==> config.mk <==
export PLATFORM = sky130hd
export DESIGN_NAME = readout_half_packet_decoder
export DESIGN_NICKNAME = d
export VERILOG_FILES = /design/src/hdl/rhpd_pkg.sv /design/src/hdl/readout_half_packet_decoder.sv /design/src/hdl/rhpd_decode.sv /design/src/hdl/rhpd_out_fifo.sv
export SDC_FILE = /design/constraint.sdc
export NUM_CORES = 1
export LEC_CHECK = 0
export ABC_AREA = 1
export CAP_MARGIN = 5
export CELL_PAD_IN_SITES_DETAIL_PLACEMENT = 1
export CELL_PAD_IN_SITES_GLOBAL_PLACEMENT = 1
export CORE_MARGIN = 2
export CORE_UTILIZATION = 50
export CTS_BUF_LIST = sky130_fd_sc_hd__clkbuf_8
export DETAILED_ROUTE_END_ITERATION = 7
export DONT_BUFFER_PORTS = 1
export PLACE_DENSITY = 0.89
export SYNTH_ARGS = -nofsm -noshare
export SYNTH_HDL_FRONTEND = slang
export SYNTH_SLANG_ARGS = --single-unit
==> constraint.sdc <==
create_clock -name clk_i -period 5.5 [get_ports clk_i]
set_clock_uncertainty 0.1 [all_clocks]
set_input_delay 0.55 -clock clk_i [delete_from_list [all_inputs] [get_ports clk_i]]
set_output_delay 0.55 -clock clk_i [all_outputs]
set_load 0.05 [all_outputs]
==> src/hdl/rhpd_pkg.sv <==
// Shared types, constants and CRC helper for the readout half-packet decoder.
package rhpd_pkg;

  localparam int unsigned WORDS_PER_HALF   = 40;
  localparam int unsigned READOUT_CHANNELS = 38;
  localparam int unsigned POS_W            = $clog2(WORDS_PER_HALF);

  localparam logic [31:0] CRC_POLY         = 32'h04C1_1DB7;
  localparam logic [3:0]  HEAD_TAIL_NIBBLE = 4'h5;

  // Channel index (word position minus one) that carries the calibration channel
  localparam int unsigned CALIB_INDEX  = 19;
  localparam logic [5:0]  CALIB_CHAN   = 6'd36;
  localparam logic [5:0]  CM_CHAN_A    = 6'd37;
  localparam logic [5:0]  CM_CHAN_B    = 6'd38;

  // Output buffer; depth must be a power of two, at least 4
  localparam int unsigned FIFO_DEPTH = 4;
  localparam int unsigned FIFO_PTR_W = $clog2(FIFO_DEPTH);
  localparam int unsigned FIFO_CNT_W = FIFO_PTR_W + 1;

  typedef enum logic {
    REC_CHANNEL = 1'b0,
    REC_STATUS  = 1'b1
  } rec_kind_e;

  typedef struct packed {
    rec_kind_e          record_kind;
    logic [5:0]         channel_number;
    logic signed [10:0] adc_value;
    logic signed [10:0] adc_previous;
    logic signed [10:0] time_of_arrival;
    logic signed [12:0] time_over_threshold;
    logic [1:0]         tot_flag;
    logic [4:0]         corruption_code;
    logic [11:0]        bunch_counter;
    logic [5:0]         event_counter;
    logic [2:0]         orbit_counter;
    logic               last_of_run;
  } rec_t;

  typedef struct packed {
    logic [POS_W-1:0] pos;
    logic [31:0]      crc;
    logic [31:0]      header;
  } dec_state_t;

  typedef logic [31:0][31:0] crc_mat_t;

  // Bit-serial CRC of one word from a zero remainder; elaboration only
  function automatic logic [31:0] crc_serial(input logic [31:0] d);
    logic [31:0] s;
    logic        fb;
    s = '0;
    for (int b = 31; b >= 0; b--) begin
      fb = s[31] ^ d[b];
      s  = {s[30:0], 1'b0};
      if (fb) begin
        s = s ^ CRC_POLY;
      end
    end
    return s;
  endfunction

  // Row i holds the input bits that XOR into remainder bit i.
  // Next remainder = M * (remainder ^ word) for a 32-bit word.
  function automatic crc_mat_t crc_row_masks();
    crc_mat_t    m;
    logic [31:0] col;
    m = '0;
    for (int j = 0; j < 32; j++) begin
      col = crc_serial(32'(1) << j);
      for (int i = 0; i < 32; i++) begin
        m[i][j] = col[i];
      end
    end
    return m;
  endfunction

endpackage

==> src/hdl/readout_half_packet_decoder.sv <==
// Top level of the readout half-packet decoder.
// Input stream s_axis carries one 32-bit packet word per transaction; tuser
// marks a header word and restarts the word count and CRC. Word 0 is the
// header, word 1 gives the common-mode channels 37 and 38, the following
// words give one channel record each, and the last word is the CRC that
// closes the packet with a status record.
// Output stream m_axis carries one record per transaction; tuser is the
// record kind and tlast flags the final record caused by one input word.
// The cfg channel writes the characterisation-mode bit; it is always ready.
// Records of an accepted word are decoded combinationally and registered in
// the result buffer before they are offered. Throughput: one word per cycle;
// decoding and the parallel CRC sit between the framing registers and a
// four-entry result buffer, and s_axis_tready drops while that buffer cannot
// take two more records. When the receiver stalls, records wait in the buffer
// and input stops once it holds more than two. Reset clears the buffer, the
// word count and the mode bit; the first word after reset is taken as a header.
module readout_half_packet_decoder import rhpd_pkg::*; (
  input  logic        clk_i,
  input  logic        rst_ni,
  input  logic        s_axis_tvalid_i,
  output logic        s_axis_tready_o,
  input  logic [31:0] s_axis_tdata_i,   // [31:0] data_word
  input  logic        s_axis_tuser_i,   // [0] start_of_packet
  output logic        m_axis_tvalid_o,
  input  logic        m_axis_tready_i,
  // [5:0] channel_number, [16:6] adc_value, [27:17] adc_previous,
  // [38:28] time_of_arrival, [51:39] time_over_threshold, [53:52] tot_flag,
  // [58:54] corruption_code, [70:59] bunch_counter, [76:71] event_counter,
  // [79:77] orbit_counter
  output logic [79:0] m_axis_tdata_o,
  output logic        m_axis_tuser_o,   // [0] record_kind
  output logic        m_axis_tlast_o,   // last_of_run
  input  logic        cfg_valid_i,
  output logic        cfg_ready_o,
  input  logic        cfg_data_i        // characterisation_mode
);

  dec_state_t state_q, state_d;
  logic       char_mode_q;
  logic       in_acc;
  logic       space_ok;
  logic [1:0] num_rec;
  logic [1:0] push_num;
  rec_t       rec_a, rec_b, out_rec;

  assign cfg_ready_o     = 1'b1;
  assign s_axis_tready_o = space_ok;
  assign in_acc          = s_axis_tvalid_i && space_ok;
  assign push_num        = in_acc ? num_rec : 2'd0;

  rhpd_decode u_decode (
    .word_i      (s_axis_tdata_i),
    .sop_i       (s_axis_tuser_i),
    .char_mode_i (char_mode_q),
    .state_i     (state_q),
    .state_o     (state_d),
    .num_rec_o   (num_rec),
    .rec_a_o     (rec_a),
    .rec_b_o     (rec_b)
  );

  rhpd_out_fifo u_out_fifo (
    .clk_i       (clk_i),
    .rst_ni      (rst_ni),
    .push_num_i  (push_num),
    .push_a_i    (rec_a),
    .push_b_i    (rec_b),
    .space_ok_o  (space_ok),
    .out_valid_o (m_axis_tvalid_o),
    .out_ready_i (m_axis_tready_i),
    .out_rec_o   (out_rec)
  );

  always_ff @(posedge clk_i or negedge rst_ni) begin
    if (!rst_ni) begin
      state_q     <= '0;
      char_mode_q <= 1'b0;
    end else begin
      if (in_acc) begin
        state_q <= state_d;
      end
      if (cfg_valid_i && cfg_ready_o) begin
        char_mode_q <= cfg_data_i;
      end
    end
  end

  assign m_axis_tdata_o = {out_rec.orbit_counter, out_rec.event_counter,
                           out_rec.bunch_counter, out_rec.corruption_code,
                           out_rec.tot_flag, out_rec.time_over_threshold,
                           out_rec.time_of_arrival, out_rec.adc_previous,
                           out_rec.adc_value, out_rec.channel_number};
  assign m_axis_tuser_o = out_rec.record_kind;
  assign m_axis_tlast_o = out_rec.last_of_run;

  a_pos_bound: assert property (@(posedge clk_i) disable iff (!rst_ni)
    state_q.pos <= POS_W'(WORDS_PER_HALF - 1))
    else $error("word position out of range");

  a_status_rewinds: assert property (@(posedge clk_i) disable iff (!rst_ni)
    (in_acc && !s_axis_tuser_i && (state_q.pos == POS_W'(WORDS_PER_HALF - 1)))
      |=> (state_q.pos == '0))
    else $error("word count did not restart after CRC word");

  a_header_start: assert property (@(posedge clk_i) disable iff (!rst_ni)
    (in_acc && s_axis_tuser_i) |=> (state_q.pos == POS_W'(1)))
    else $error("header word did not restart the packet");

  a_header_silent: assert property (@(posedge clk_i) disable iff (!rst_ni)
    (in_acc && (s_axis_tuser_i || (state_q.pos == '0))) |-> (num_rec == 2'd0))
    else $error("header word produced a record");

endmodule

==> src/hdl/rhpd_decode.sv <==
// Word decoder: framing position, parallel CRC-32 and record field extraction.
module rhpd_decode import rhpd_pkg::*; (
  input  logic [31:0] word_i,
  input  logic        sop_i,
  input  logic        char_mode_i,
  input  dec_state_t  state_i,
  output dec_state_t  state_o,
  output logic [1:0]  num_rec_o,
  output rec_t        rec_a_o,
  output rec_t        rec_b_o
);

  localparam crc_mat_t CrcRows = crc_row_masks();

  logic [POS_W-1:0] pos;
  logic [POS_W-1:0] idx;
  logic [31:0]      crc_in;
  logic [31:0]      crc_next;
  logic [4:0]       hdr_corr;
  logic             hdr_bad;
  logic [5:0]       chan;
  logic [9:0]       tot_raw;
  logic             tot_present;
  rec_t             base;
  rec_t             chrec;

  always_comb begin
    for (int i = 0; i < 32; i++) begin
      crc_next[i] = ^(CrcRows[i] & crc_in);
    end
  end

  always_comb begin
    pos    = sop_i ? '0 : state_i.pos;
    crc_in = (pos == '0) ? word_i : (state_i.crc ^ word_i);

    hdr_bad  = !((state_i.header[31:28] == HEAD_TAIL_NIBBLE) &&
                 (state_i.header[3:0] == HEAD_TAIL_NIBBLE));
    hdr_corr = {state_i.header[6:4], 1'b0, hdr_bad};

    base                     = '0;
    base.record_kind         = REC_CHANNEL;
    base.corruption_code     = hdr_corr;
    base.bunch_counter       = state_i.header[27:16];
    base.event_counter       = state_i.header[15:10];
    base.orbit_counter       = state_i.header[9:7];

    // channel renumbering: calibration channel sits in the middle of the run
    idx = pos - POS_W'(1);
    if (idx <= POS_W'(CALIB_INDEX - 1)) begin
      chan = 6'(idx - POS_W'(1));
    end else if (idx == POS_W'(CALIB_INDEX)) begin
      chan = CALIB_CHAN;
    end else begin
      chan = 6'(idx - POS_W'(2));
    end

    chrec                 = base;
    chrec.channel_number  = chan;
    chrec.time_of_arrival = {1'b0, word_i[9:0]};
    chrec.last_of_run     = 1'b1;
    tot_raw               = word_i[19:10];
    if (!char_mode_i && (chan != CALIB_CHAN)) begin
      chrec.tot_flag     = word_i[31:30];
      chrec.adc_previous = {1'b0, word_i[29:20]};
      if (!word_i[31]) begin
        chrec.adc_value = {1'b0, word_i[19:10]};
        tot_present     = 1'b0;
      end else begin
        chrec.adc_value = '1;
        tot_present     = 1'b1;
      end
    end else begin
      chrec.tot_flag     = 2'b00;
      chrec.adc_previous = '1;
      chrec.adc_value    = {1'b0, word_i[29:20]};
      tot_present        = 1'b1;
    end
    // compressed tot: bit 9 set means the low nine bits count in steps of 8
    if (!tot_present) begin
      chrec.time_over_threshold = '1;
    end else if (tot_raw[9]) begin
      chrec.time_over_threshold = {1'b0, tot_raw[8:0], 3'b000};
    end else begin
      chrec.time_over_threshold = {3'b000, tot_raw};
    end

    state_o   = state_i;
    num_rec_o = 2'd0;
    rec_a_o   = chrec;
    rec_b_o   = chrec;

    if (pos == '0) begin
      state_o.header = word_i;
      state_o.crc    = crc_next;
      state_o.pos    = POS_W'(1);
    end else if (pos >= POS_W'(WORDS_PER_HALF - 1)) begin
      rec_a_o                     = base;
      rec_a_o.record_kind         = REC_STATUS;
      rec_a_o.adc_value           = '1;
      rec_a_o.adc_previous        = '1;
      rec_a_o.time_of_arrival     = '1;
      rec_a_o.time_over_threshold = '1;
      rec_a_o.corruption_code     = hdr_corr | {3'b000, (state_i.crc != word_i), 1'b0};
      rec_a_o.last_of_run         = 1'b1;
      num_rec_o                   = 2'd1;
      state_o.pos                 = '0;
    end else begin
      state_o.crc = crc_next;
      state_o.pos = pos + POS_W'(1);
      if (pos == POS_W'(1)) begin
        rec_a_o                = base;
        rec_a_o.channel_number = CM_CHAN_A;
        rec_a_o.adc_value      = {1'b0, word_i[19:10]};
        rec_b_o                = base;
        rec_b_o.channel_number = CM_CHAN_B;
        rec_b_o.adc_value      = {1'b0, word_i[9:0]};
        rec_b_o.last_of_run    = 1'b1;
        num_rec_o              = 2'd2;
      end else if (pos <= POS_W'(READOUT_CHANNELS)) begin
        num_rec_o = 2'd1;
      end
    end
  end

endmodule

==> src/hdl/rhpd_out_fifo.sv <==
// Small result buffer: takes up to two records a cycle, hands out one while out_ready_i is high.
module rhpd_out_fifo import rhpd_pkg::*; (
  input  logic       clk_i,
  input  logic       rst_ni,
  input  logic [1:0] push_num_i,
  input  rec_t       push_a_i,
  input  rec_t       push_b_i,
  output logic       space_ok_o,
  output logic       out_valid_o,
  input  logic       out_ready_i,
  output rec_t       out_rec_o
);

  rec_t                  mem_q [FIFO_DEPTH];
  logic [FIFO_PTR_W-1:0] wr_q, wr_d;
  logic [FIFO_PTR_W-1:0] rd_q, rd_d;
  logic [FIFO_CNT_W-1:0] count_q, count_d;
  logic                  pop;

  assign out_valid_o = (count_q != '0);
  assign out_rec_o   = mem_q[rd_q];
  assign pop         = out_valid_o && out_ready_i;
  // room for the worst case of two records from the next word
  assign space_ok_o  = (count_q <= FIFO_CNT_W'(FIFO_DEPTH - 2));

  always_comb begin
    wr_d    = wr_q + FIFO_PTR_W'(push_num_i);
    rd_d    = rd_q + FIFO_PTR_W'(pop);
    count_d = count_q + FIFO_CNT_W'(push_num_i) - FIFO_CNT_W'(pop);
  end

  always_ff @(posedge clk_i) begin
    if (push_num_i != 2'd0) begin
      mem_q[wr_q] <= push_a_i;
    end
    if (push_num_i == 2'd2) begin
      mem_q[wr_q + FIFO_PTR_W'(1)] <= push_b_i;
    end
  end

  always_ff @(posedge clk_i or negedge rst_ni) begin
    if (!rst_ni) begin
      wr_q    <= '0;
      rd_q    <= '0;
      count_q <= '0;
    end else begin
      wr_q    <= wr_d;
      rd_q    <= rd_d;
      count_q <= count_d;
    end
  end

  a_count_bound: assert property (@(posedge clk_i) disable iff (!rst_ni)
    count_q <= FIFO_CNT_W'(FIFO_DEPTH))
    else $error("result buffer count overflow");

  a_push_space: assert property (@(posedge clk_i) disable iff (!rst_ni)
    (push_num_i != 2'd0) |-> (count_q <= FIFO_CNT_W'(FIFO_DEPTH - 2)))
    else $error("push into result buffer without room");

  a_ptr_count: assert property (@(posedge clk_i) disable iff (!rst_ni)
    (count_q != FIFO_CNT_W'(FIFO_DEPTH)) |-> ((wr_q - rd_q) == count_q[FIFO_PTR_W-1:0]))
    else $error("result buffer pointers disagree with count");

endmodule

==> results of run 1 <==
-- metrics by stage --
| stage | utilization | hold WS (ns) | setup slack [ns] | instances | area [um^2] |
|---|---|---|---|---|---|
| after detailed placement | 0.522 | 0.157 | 0.810 | 3230 | 23700 |
| after global routing | 0.554 | 0.0308 | 0.489 | 3378 | 25100 |
| after CTS | 0.554 | 0.00133 | 0.903 | 3378 | 25100 |
| after global placement | 0.522 | 0.158 | 1.13 | 3230 | 23700 |
| after floorplan | - | 0.154 | 0.803 | 2700 | 23000 |
| final | 0.554 | 0.0311 | 0.841 | 3380 | 25100 |
-- Yosys cell counts, drive strengths merged --
cell    number
nand2      668
nor2       372
edfxtp     312
o21ai      261
inv        242
nand3      212
xnor2      122
xor2        96
clkbuf      91
o22ai       85
dfrtp       78
buf         35
a21oi       20
o211ai      15
ha          13
dfxtp       12
nand4       12
nand3b      11
or2         10
a31oi        8
clkinv       7
a22o         4
nor4         3
a21o         2
mux2         2
o31ai        2
a21boi       1
conb         1
fa           1
nand2b       1
nor3         1
-- per-layer routing --
layer  routed length (um)  global-route usage
met5                   42                   0
met4                 4390               0.195
met3                 7470              0.0717
met2                40300               0.584
met1                30900               0.424
-- kinds of logic after synthesis --
family,Yosys count,share of synthesized area
DFF,402,0.503
buffers and inverters,375,0.0649
other,1,0.000163
adders and majority gates,14,0.00795
xor gates and xnor gates,218,0.0887
muxes,2,0.000980
AOI/OAI and AO/OA,398,0.103
and+or+nand+nor,1290,0.231
-- cell type report --
| type | count | area (um^2) |
|---|---|---|
| Inverter | 249 | 938 |
| Timing Repair Buffer | 71 | 626 |
| Sequential cell | 402 | 11600 |
| Clock buffer | 74 | 1020 |
| Clock inverter | 59 | 275 |
| Tap cell | 600 | 751 |
| Multi-Input combinational cell | 1923 | 9960 |
| Antenna cell | 2 | 5.00 |
| Fill cell | 5412 | 20200 |
-- worst reg2reg max path, cell delays in order, from the launching register on --
cell and delay [ns]:
dfrtp_1 0.33, inv_1 0.07, nor2_1 0.29, inv_1 0.17
ha_1 0.37, inv_1 0.10, nand2_1 0.06, nand2_1 0.11
nand3_1 0.12, o21ai_0 0.26, nand2_1 0.09, nand2_1 0.16
nand2_1 0.12, nand2_1 0.08, nor2_1 0.06, nand3_2 0.27
nand2_1 0.10, buf_4 0.22, a21oi_1 0.81, nand2_1 0.28
nand2_1 0.14, inv_1 0.08
-- worst max-delay path by stage --
stage | cells after the start | to | slack, ns | from
floorplan | 16 | u_out_fifo.mem_q[2][10] | 0.80 | s_axis_tuser_i
global placement | 23 | u_out_fifo.mem_q[3][57] | 1.13 | s_axis_tuser_i
detailed placement | 20 | u_out_fifo.mem_q[3][57] | 0.81 | s_axis_tuser_i
CTS | 21 | u_out_fifo.mem_q[0][60] | 0.90 | state_q[65]
global route | 24 | u_out_fifo.mem_q[3][57] | 0.49 | state_q[65]
finish | 21 | u_out_fifo.mem_q[0][60] | 0.84 | state_q[65]
-- state kept, by name, indices dropped and copies added (netlist names) --
| name | count |
|---|---|
| state_q | 70 |
| char_mode_q | 1 |
| u_out_fifo.count_q | 3 |
| u_out_fifo.mem_q | 324 |
| u_out_fifo.wr_q | 2 |
| u_out_fifo.rd_q | 2 |
==> qor.yml, run 1 <==
run_status:
  outcome: "complete, no violations"
clocking:
  cts.sinks: 402
  clk_path_buf_depth: 3
  htreeDepth: 3
  post-cts-setup-buffer-count: 0
  cts_buffers: 72
  cts_tree: "yes"
  cts-root-buf: "clkbuf_8"
  clk_latency_ns: 0.67
  clkTransAtPathRegs_ns: 0.06
  ctsResizeCount: 0
  ctsHoldBuffers: 15
cells_and_area:
  drive_above_1_share: 0.0875
  layout_common_cells: "nand2_1 (650), nor2_1 (366), edfxtp_1 (312)"
  layout_commonest_cell: "nand2_1"
  nets: 2772
  syn_to_final_growth_pct: 9.44
critical_path:
  crit_top_cell: "nand2_1"
  critPathKind: "flop to flop"
  start_kind: "flop"
  arrival_ns: 4.96
  reg2reg_depth: 21
  cp_num_buf_inv: 5
  cp_max_fo: 13
  cp_top_family: "simple AND/OR/NAND/NOR gates"
  crit_required_ns: 5.80
  cpMaxStageDelayCell: "a21oi_1"
  crit_chain: "inv_1 -> nor2_1 -> inv_1 -> ha_1 -> inv_1 -> nand2_1 -> nand2_1 -> nand3_1 -> o21ai_0 -> nand2_1 -> nand2_1 -> nand2_1 -> nand2_1 -> nor2_1 -> nand3_2 -> nand2_1 -> buf_4 -> a21oi_1 -> nand2_1 -> nand2_1 -> inv_1"
  ff2ff_setup_slack_ns: 0.84
  reg2reg_from: "state_q[65]"
  end_kind: "flop"
  rr_endpoint: "u_out_fifo.mem_q[0][60]"
  slowest_delay_ns: 0.81
logic_synthesis:
  syn_nets: 2753
  synthCells: 2700
  synth_cell_type_count: 50
  synth_area_per_cell_um2: 8.51
  yosysTopAreaCellShare: 0.408
  ys_ff_latch: 402
  synth-seq-area-share: 0.503
  yosysTopAreaCell: "edfxtp_1"
  synthesis.area_mm2: 0.0230
  synth_area_leaders: "edfxtp_1 (41%), nand2_1 (11%), dfrtp_1 (8.5%), nor2_1 (6.0%), o21ai_0 (4.7%)"
  ys_warn_count: 0
drt:
  ant_nets: 0
  drtIter0Drc: 2111
  wl_um: 83100
  dr.pass1.iters: 8
  drc: 0
  routed_via_density: 6.04
  post_drt_wl_per_cell_um: 24.6
  via_count: 20400
grt:
  grt_remaining_overflow: 0
  track_usage: 0.350
  grt_first_pass_wirelength_um: 126000
  grt_antenna_before_repair: 3
  grt_pass1_vias: 21400
  grt_max_degree: 97
placed_design:
  port_buffers: 0
  place_congestion: 0.949
  hpwl_um: 55500
sta:
  slew_violations: 0
  fmax_ghz: 0.215
  setup_viol: 0
  hold_violations: 0
  grt_setup_unrepaired: "false"
  tightest_slew_ns: 1.30
  setup-tns-final_ns: 0
  finalCritPeriodShare: 0.847
  slew_headroom: 0.146
  fin_crit_ns: 4.66
die:
  fp.dieH_um: 218
  die_w_um: 218
  start_util: 0.506
  fp.coreArea_mm2: 0.0454
  die_area_mm2: 0.0477
  rows: 78
  io-pin-count: 124
worst_hold_path:
  whs_path_depth: 2
  hold_end: "state_q[23]"
  worstHoldPathType: "input port to flop"
  hp-start: "s_axis_tdata_i[23]"
job:
  cap_violations: 0
Power of run 1 is left out: the tool's default activity adds up to more than one toggle a clock period on the data nets, which glitch-free logic cannot reach.
==> run 2: changes to the inputs <==
--- a/config.mk
+++ b/config.mk
@@ -5,7 +5,7 @@
 export SDC_FILE = /design/constraint.sdc
 export NUM_CORES = 1
 export LEC_CHECK = 0
-export ABC_AREA = 1
+export ABC_AREA = 0
 export CAP_MARGIN = 5
 export CELL_PAD_IN_SITES_DETAIL_PLACEMENT = 1
 export CELL_PAD_IN_SITES_GLOBAL_PLACEMENT = 1
@@ -14,7 +14,7 @@
 export CTS_BUF_LIST = sky130_fd_sc_hd__clkbuf_8
 export DETAILED_ROUTE_END_ITERATION = 7
 export DONT_BUFFER_PORTS = 1
-export PLACE_DENSITY = 0.89
+export PLACE_DENSITY = 0.87
 export SYNTH_ARGS = -nofsm -noshare
 export SYNTH_HDL_FRONTEND = slang
 export SYNTH_SLANG_ARGS = --single-unit
==> constraint.sdc (replaced) <==
create_clock -name clk_i -period 3.9 [get_ports clk_i]
set_clock_uncertainty 0.1 [all_clocks]
set_input_delay 0.39 -clock clk_i [delete_from_list [all_inputs] [get_ports clk_i]]
set_output_delay 0.39 -clock clk_i [all_outputs]
set_load 0.05 [all_outputs]
==> run 2 against run 1 <==
Against the previous run: register-to-register slack worse by 0.73 ns; worst hold slack worse by 0.020 ns; final cell count down 26%; first-iteration DRC count decreased by 15%; global-route usage fell by 1.8 points; routed wire length is 6.9% lower; non-clock buffer count up 86; sequential share of layout area down 1.3 points; synthesized cell count down 35%.
==> qor.yml, run 2 <==
critical_path:
  start_kind: "flop"
  cp_max_fo: 15
  critPathKind: "flop to flop"
  crit_required_ns: 4.18
  arrival_ns: 4.07
  end_kind: "flop"
logic_synthesis:
  synth_area_per_cell_um2: 12.8
  synthCells: 1767
  async_flop_share: 0.194
  synth-seq-area-share: 0.513
  syn_nets: 1820
  synth_common_cells: "edfxtp_1 (312), nor2b_1 (179), xnor2_1 (150), nand2_1 (102), clkbuf_1 (99)"
  synth_edf_count: 312
  yosysTopAreaCellShare: 0.416
  synth_ff_type: "edfxtp_1"
  synthesis.area_mm2: 0.0225
  synth_cell_type_count: 70
  synth_area_leaders: "edfxtp_1 (42%), dfrtp_1 (8.7%), mux4_2 (8.1%), xnor2_1 (5.8%), nor2b_1 (5.0%)"
  ys_ff_latch: 402
  yosysTopAreaCell: "edfxtp_1"
  ys_warn_count: 0
  synth.most_common_cell: "edfxtp_1"
drt:
  drtIter0Drc: 1797
  wl_um: 77400
  routed_via_density: 6.50
  via_count: 16200
  ant_nets: 0
  dr.pass1.iters: 5
  drc: 0
  post_drt_wl_per_cell_um: 31.0
sta:
  finalCritPeriodShare: 0.972
  hold_violations: 0
  tightest_slew_ns: 0.957
  slew_headroom: 0.362
  layout_setup_ws_ns: 0.110
  slew_violations: 0
  fin_crit_ns: 3.79
  grt_setup_unrepaired: "true"
  setup_viol: 0
  fmax_ghz: 0.264
  setup-tns-final_ns: 0
worst_hold_path:
  worstHoldPathType: "input port to flop"
cells_and_area:
  layout_common_cells: "edfxtp_1 (312), nor2b_1 (178), xnor2_1 (149)"
  nets: 1895
  fillers: 4379
  final-seq-area_mm2: 0.0116
  layout_commonest_cell: "edfxtp_1"
  multi_input_area_mm2: 0.0106
  drive_above_1_share: 0.227
  syn_to_final_growth_pct: 14.8
  largest-register: "u_out_fifo.mem_q"
  largest_reg_flops: 324
  reg.largest.list: "u_out_fifo.mem_q x324, state_q x70, u_out_fifo.count_q x3"
  stdcell_area_mm2: 0.0259
placed_design:
  place_congestion: 0.939
  port_buffers: 0
  placed_cell_area_mm2: 0.0240
  preCtsSetupSlack_ns: -0.0841
  hpwl_um: 48300
grt:
  grt_max_degree: 79
  grt_first_pass_wirelength_um: 114000
  grt_remaining_overflow: 0
  grt_pass1_vias: 17200
  track_usage: 0.332
  grt_antenna_before_repair: 8
clocking:
  cts-root-buf: "clkbuf_8"
  clk_path_buf_depth: 3
  cts_buffers: 68
  clkTransAtPathRegs_ns: 0.06
  cts.sinks: 402
  clk_latency_ns: 0.69
  htreeDepth: 3
  cts_tree: "yes"
run_status:
  outcome: "complete, no violations"
die:
  fp.coreArea_mm2: 0.0443
  start_util: 0.508
  die_area_mm2: 0.0468
  die_w_um: 216
  fp.dieH_um: 216
  rows: 77
  io-pin-count: 124
pwr:
  leakagePower_nw: 9.12
  ir_drop_mv: 0.537
  total_power_w: 0.0237
  power.density_mw_per_mm2: 916
job:
  cap_violations: 0
[run 2: changes by cell type in the layout (fill, tap and decap cells not counted), moves of 32 or more]
cell / previous run / this run
nand2_1: 650 / 100
nor2_1: 366 / 92
inv_1: 255 / 34
nand3_1: 210 / 11
nor2b_1: 0 / 178
o21ai_0: 218 / 50
o22ai_1: 84 / 0
mux4_2: 0 / 81
buf_4: 53 / 99
o31ai_1: 2 / 43
mux2_2: 2 / 40
a21oi_1: 20 / 56
xnor2_1: 115 / 149
a311o_1: 0 / 32
[run 2: layout make-up]
| type | count | share of cell area |
|---|---|---|
| sequential | 402 | 0.447 |
| multi-input combinational | 1198 | 0.411 |
| timing repair buffer | 157 | 0.0588 |
| clock buffer | 75 | 0.0399 |
| tap | 592 | 0.0286 |
| clock inverter | 51 | 0.0114 |
| inverter | 15 | 0.00276 |
| antenna | 4 | 0.000387 |
[run 2: repair_timing]
action                                 4_1_cts  5_1_grt
setup buffers                                0        5
endpoints found under the hold margin      175        0
hold buffers                                40        0
resized for setup                            3       19
cloned                                       0        1
pin swaps                                    0        3
setup endpoints to repair                   47      126
[run 2: layer usage]
metal  GRT usage  vias to the layer above  wire (um)  share of wire
met4       0.185                        0       4680          0.060
met5           0                        -          0              0
met2       0.540                      939      37000           0.48
met1       0.416                     8309      28900           0.37
li1            -                     6718          -              -
met3      0.0685                      238       6730          0.087
[run 2: final timing paths]
path                                          from                      end  slack, ns  depth (start not counted)
setup / recovery                       state_q[65]  u_out_fifo.mem_q[2][40]       0.11                         13
hold / removal                  s_axis_tdata_i[22]  u_out_fifo.mem_q[0][66]       0.01                          2
setup reg to reg                       state_q[65]  u_out_fifo.mem_q[2][40]       0.11                         13
hold reg to reg            u_out_fifo.mem_q[3][52]  u_out_fifo.mem_q[3][52]       0.37                          1
max in group asynchronous                   rst_ni              state_q[22]       3.07                          2
min in group asynchronous                   rst_ni              state_q[43]       0.19                          2
[run 2: kinds of logic after synthesis]
logic type / count (synthesis) / synth area share
xor+xnor: 249 / 0.113
buf+inv: 168 / 0.0320
flops: 402 / 0.513
compound gates: 301 / 0.106
mux: 125 / 0.103
other cells: 1 / 0.000166
simple gates: 507 / 0.125
fa+ha+maj: 14 / 0.00811
[run 2: report_power, final]
part / switching (W) / internal, W
logic: 0.00790 / 0.00589
registers: 0.000758 / 0.00529
clock network: 0.00190 / 0.00193
total: 0.0106 / 0.0131
[run 2: critical path, cell delays in order, from the launching register on]
cell and delay [ns]:
dfrtp_1 0.40, nor2b_4 0.14, inv_2 0.09, ha_4 0.30, nand2b_1 0.15, a21o_1 0.21, nand3_1 0.25, nor4_1 0.42
a311o_1 0.31, buf_4 0.28, a2111oi_4 0.12, buf_4 0.21, nor2_1 0.38, a21oi_1 0.16
[run 2: through the flow]
stage | hold slack [ns] | std cells | util
3_3_place_gp | 0.000921 | 2318 | 0.540
5_1_grt | 0.0264 | 2492 | 0.583
6_report | 0.0108 | 2494 | 0.584
4_1_cts | 0.00176 | 2484 | 0.580
2_1_floorplan | -0.00559 | 1767 | -
3_5_place_dp | 0.000547 | 2318 | 0.540
No activity file was read; power rests on OpenSTA's default activity.
==> run 3: changes to the inputs <==
--- a/config.mk
+++ b/config.mk
@@ -9,7 +9,6 @@
 export CAP_MARGIN = 5
 export CELL_PAD_IN_SITES_DETAIL_PLACEMENT = 1
 export CELL_PAD_IN_SITES_GLOBAL_PLACEMENT = 1
-export CORE_MARGIN = 2
 export CORE_UTILIZATION = 50
 export CTS_BUF_LIST = sky130_fd_sc_hd__clkbuf_8
 export DETAILED_ROUTE_END_ITERATION = 7
==> run 3 against run 2 <==
Against the previous run: critical path depth fell by 1; total power fell by 1.2%; flip-flop and latch count did not move; worst hold slack improved by 0.020 ns; global-route usage rose by 0.37 points; clock power fell by 1%; sequential power barely moved; combinational power barely moved; final cell count fell by 0.24%; clock-buffer cell count rose by 3; core utilization fell by 0.25 points; non-clock buffer count did not move; largest cell class unchanged; highest routed layer is now met5.
==> qor.yml, run 3 (synthesis results as in run 2) <==
drt:
  drtIter0Drc: 1759
  wl_um: 76900
  ant_nets: 0
  post_drt_wl_per_cell_um: 30.9
  via_count: 16000
  dr.pass1.iters: 6
  routed_via_density: 6.45
  drc: 0
critical_path:
  ff2ff_setup_slack_ns: 0.05
  cp_top_family: "compound AO/OA/AOI/OAI gates"
  crit_required_ns: 4.20
  reg2reg_from: "state_q[64]"
  slowest_delay_ns: 0.47
  rr_endpoint: "u_out_fifo.mem_q[0][73]"
  cpMaxStageDelayCell: "dfrtp_2"
  cp_max_fo: 44
  cp_num_buf_inv: 4
  cp.depth: 12
  crit_top_cell: "buf_4"
  start_kind: "flop"
  critPathKind: "flop to flop"
  reg2reg_depth: 12
  critical_path.endpoint: "u_out_fifo.mem_q[0][73]"
  end_kind: "flop"
  startpoint: "state_q[64]"
  crit_chain: "nand2b_4 -> buf_4 -> inv_1 -> ha_1 -> a211o_1 -> a211o_2 -> nor2_4 -> inv_2 -> o21ai_4 -> nand2_1 -> buf_4 -> o31ai_1"
  arrival_ns: 4.15
sta:
  slew_headroom: 0.360
  setup_viol: 0
  finalCritPeriodShare: 0.986
  slew_violations: 0
  hold_violations: 0
  tightest_slew_ns: 0.960
  fin_crit_ns: 3.85
  fmax_ghz: 0.260
  holdWs_ns: 0.0311
cells_and_area:
  final-seq-area_mm2: 0.0116
  multi_input_area_mm2: 0.0106
  layout_common_cells: "edfxtp_1 (312), nor2b_1 (178), xnor2_1 (150)"
  largest_reg_flops: 324
  fillers: 4378
  reg.largest.list: "u_out_fifo.mem_q x324, state_q x70, u_out_fifo.count_q x3"
  nets: 1895
  fin_util: 0.581
  layout_commonest_cell: "edfxtp_1"
  syn_to_final_growth_pct: 14.3
  stdcell_area_mm2: 0.0258
  largest-register: "u_out_fifo.mem_q"
  drive_above_1_share: 0.227
clocking:
  cts_tree: "yes"
  cts_buffers: 69
  clkTransAtPathRegs_ns: 0.06
  clk_path_buf_depth: 3
  cts-root-buf: "clkbuf_8"
  cts.sinks: 402
  htreeDepth: 3
  clk_latency_ns: 0.66
worst_hold_path:
  whs_path_depth: 2
  worstHoldPathType: "input port to flop"
pwr:
  leakagePower_nw: 9.08
  total_power_w: 0.0234
  power.density_mw_per_mm2: 908
  ir_drop_mv: 0.453
die:
  die_area_mm2: 0.0459
  fp.dieH_um: 214
  fp.coreArea_mm2: 0.0443
  die_w_um: 214
  rows: 77
  io-pin-count: 124
  start_util: 0.508
placed_design:
  placed_cell_area_mm2: 0.0239
  port_buffers: 0
  place_congestion: 0.931
  hpwl_um: 46900
grt:
  grt_max_degree: 79
  grt_pass1_vias: 16900
  grt_remaining_overflow: 0
  grt_first_pass_wirelength_um: 114000
  grt_antenna_before_repair: 3
  track_usage: 0.336
run_status:
  outcome: "complete, no violations"
job:
  cap_violations: 0
[run 3: changes by cell type in the layout (fill, tap and decap cells not counted), moves of 3 or more]
cell      change
clkbuf_8      +3
buf_12        -4
buf_4         +5
clkinv_1      -3
[run 3: report_power, final]
group | internal (W) | switching (W) | total, W | leakage (nW)
sequential | 0.00529 | 0.000739 | 0.00603 | 4.11
combinational | 0.00585 | 0.00772 | 0.0136 | 4.21
clock | 0.00191 | 0.00187 | 0.00378 | 0.763
[run 3: per-layer routing]
| layer | vias up | part of all wire | routed length, um | track usage |
|---|---|---|---|---|
| li1 | 6703 | - | - | - |
| met1 | 8237 | 0.38 | 29100 | 0.420 |
| met2 | 861 | 0.48 | 37300 | 0.550 |
| met3 | 233 | 0.085 | 6510 | 0.0772 |
| met4 | 4 | 0.053 | 4070 | 0.165 |
| met5 | - | 0.00030 | 23 | 0 |
[run 3: worst min path at each step]
stage / startpoint / to / slack, ns
floorplan: rst_ni / char_mode_q / -0.006
global placement: rst_ni / u_out_fifo.count_q[2] / 0.0002
detailed placement: rst_ni / u_out_fifo.count_q[2] / -0.0002
CTS: s_axis_tdata_i[19] / u_out_fifo.mem_q[1][40] / 0.01
global route: s_axis_tdata_i[30] / u_out_fifo.mem_q[3][27] / 0.04
finish: s_axis_tdata_i[30] / u_out_fifo.mem_q[3][27] / 0.03
[run 3: layout make-up]
type                       instances  area share
sequential                       402       0.449
multi-input combinational       1197       0.411
timing repair buffer             157      0.0570
clock buffer                      78      0.0417
tap                              592      0.0288
clock inverter                    45     0.00938
inverter                          15     0.00277
antenna                            2    0.000194
[run 3: timing repair]
action | 4_1_cts | 5_1_grt
endpoints found under the hold margin | 172 | 0
resized for setup | 6 | 11
pin swaps | 0 | 4
setup endpoints to repair | 65 | 133
hold buffers | 39 | 0
setup buffers | 0 | 11
[run 3: through the flow]
step | instances | setup slack (ns) | setup TNS [ns]
after global placement | 2313 | 0.0716 | 0
after CTS | 2475 | -0.0469 | -0.109
after detailed placement | 2313 | -0.170 | -1.79
final | 2488 | 0.0536 | 0
after floorplan | 1767 | -0.165 | -46.92
after global routing | 2487 | -0.0189 | -0.0518
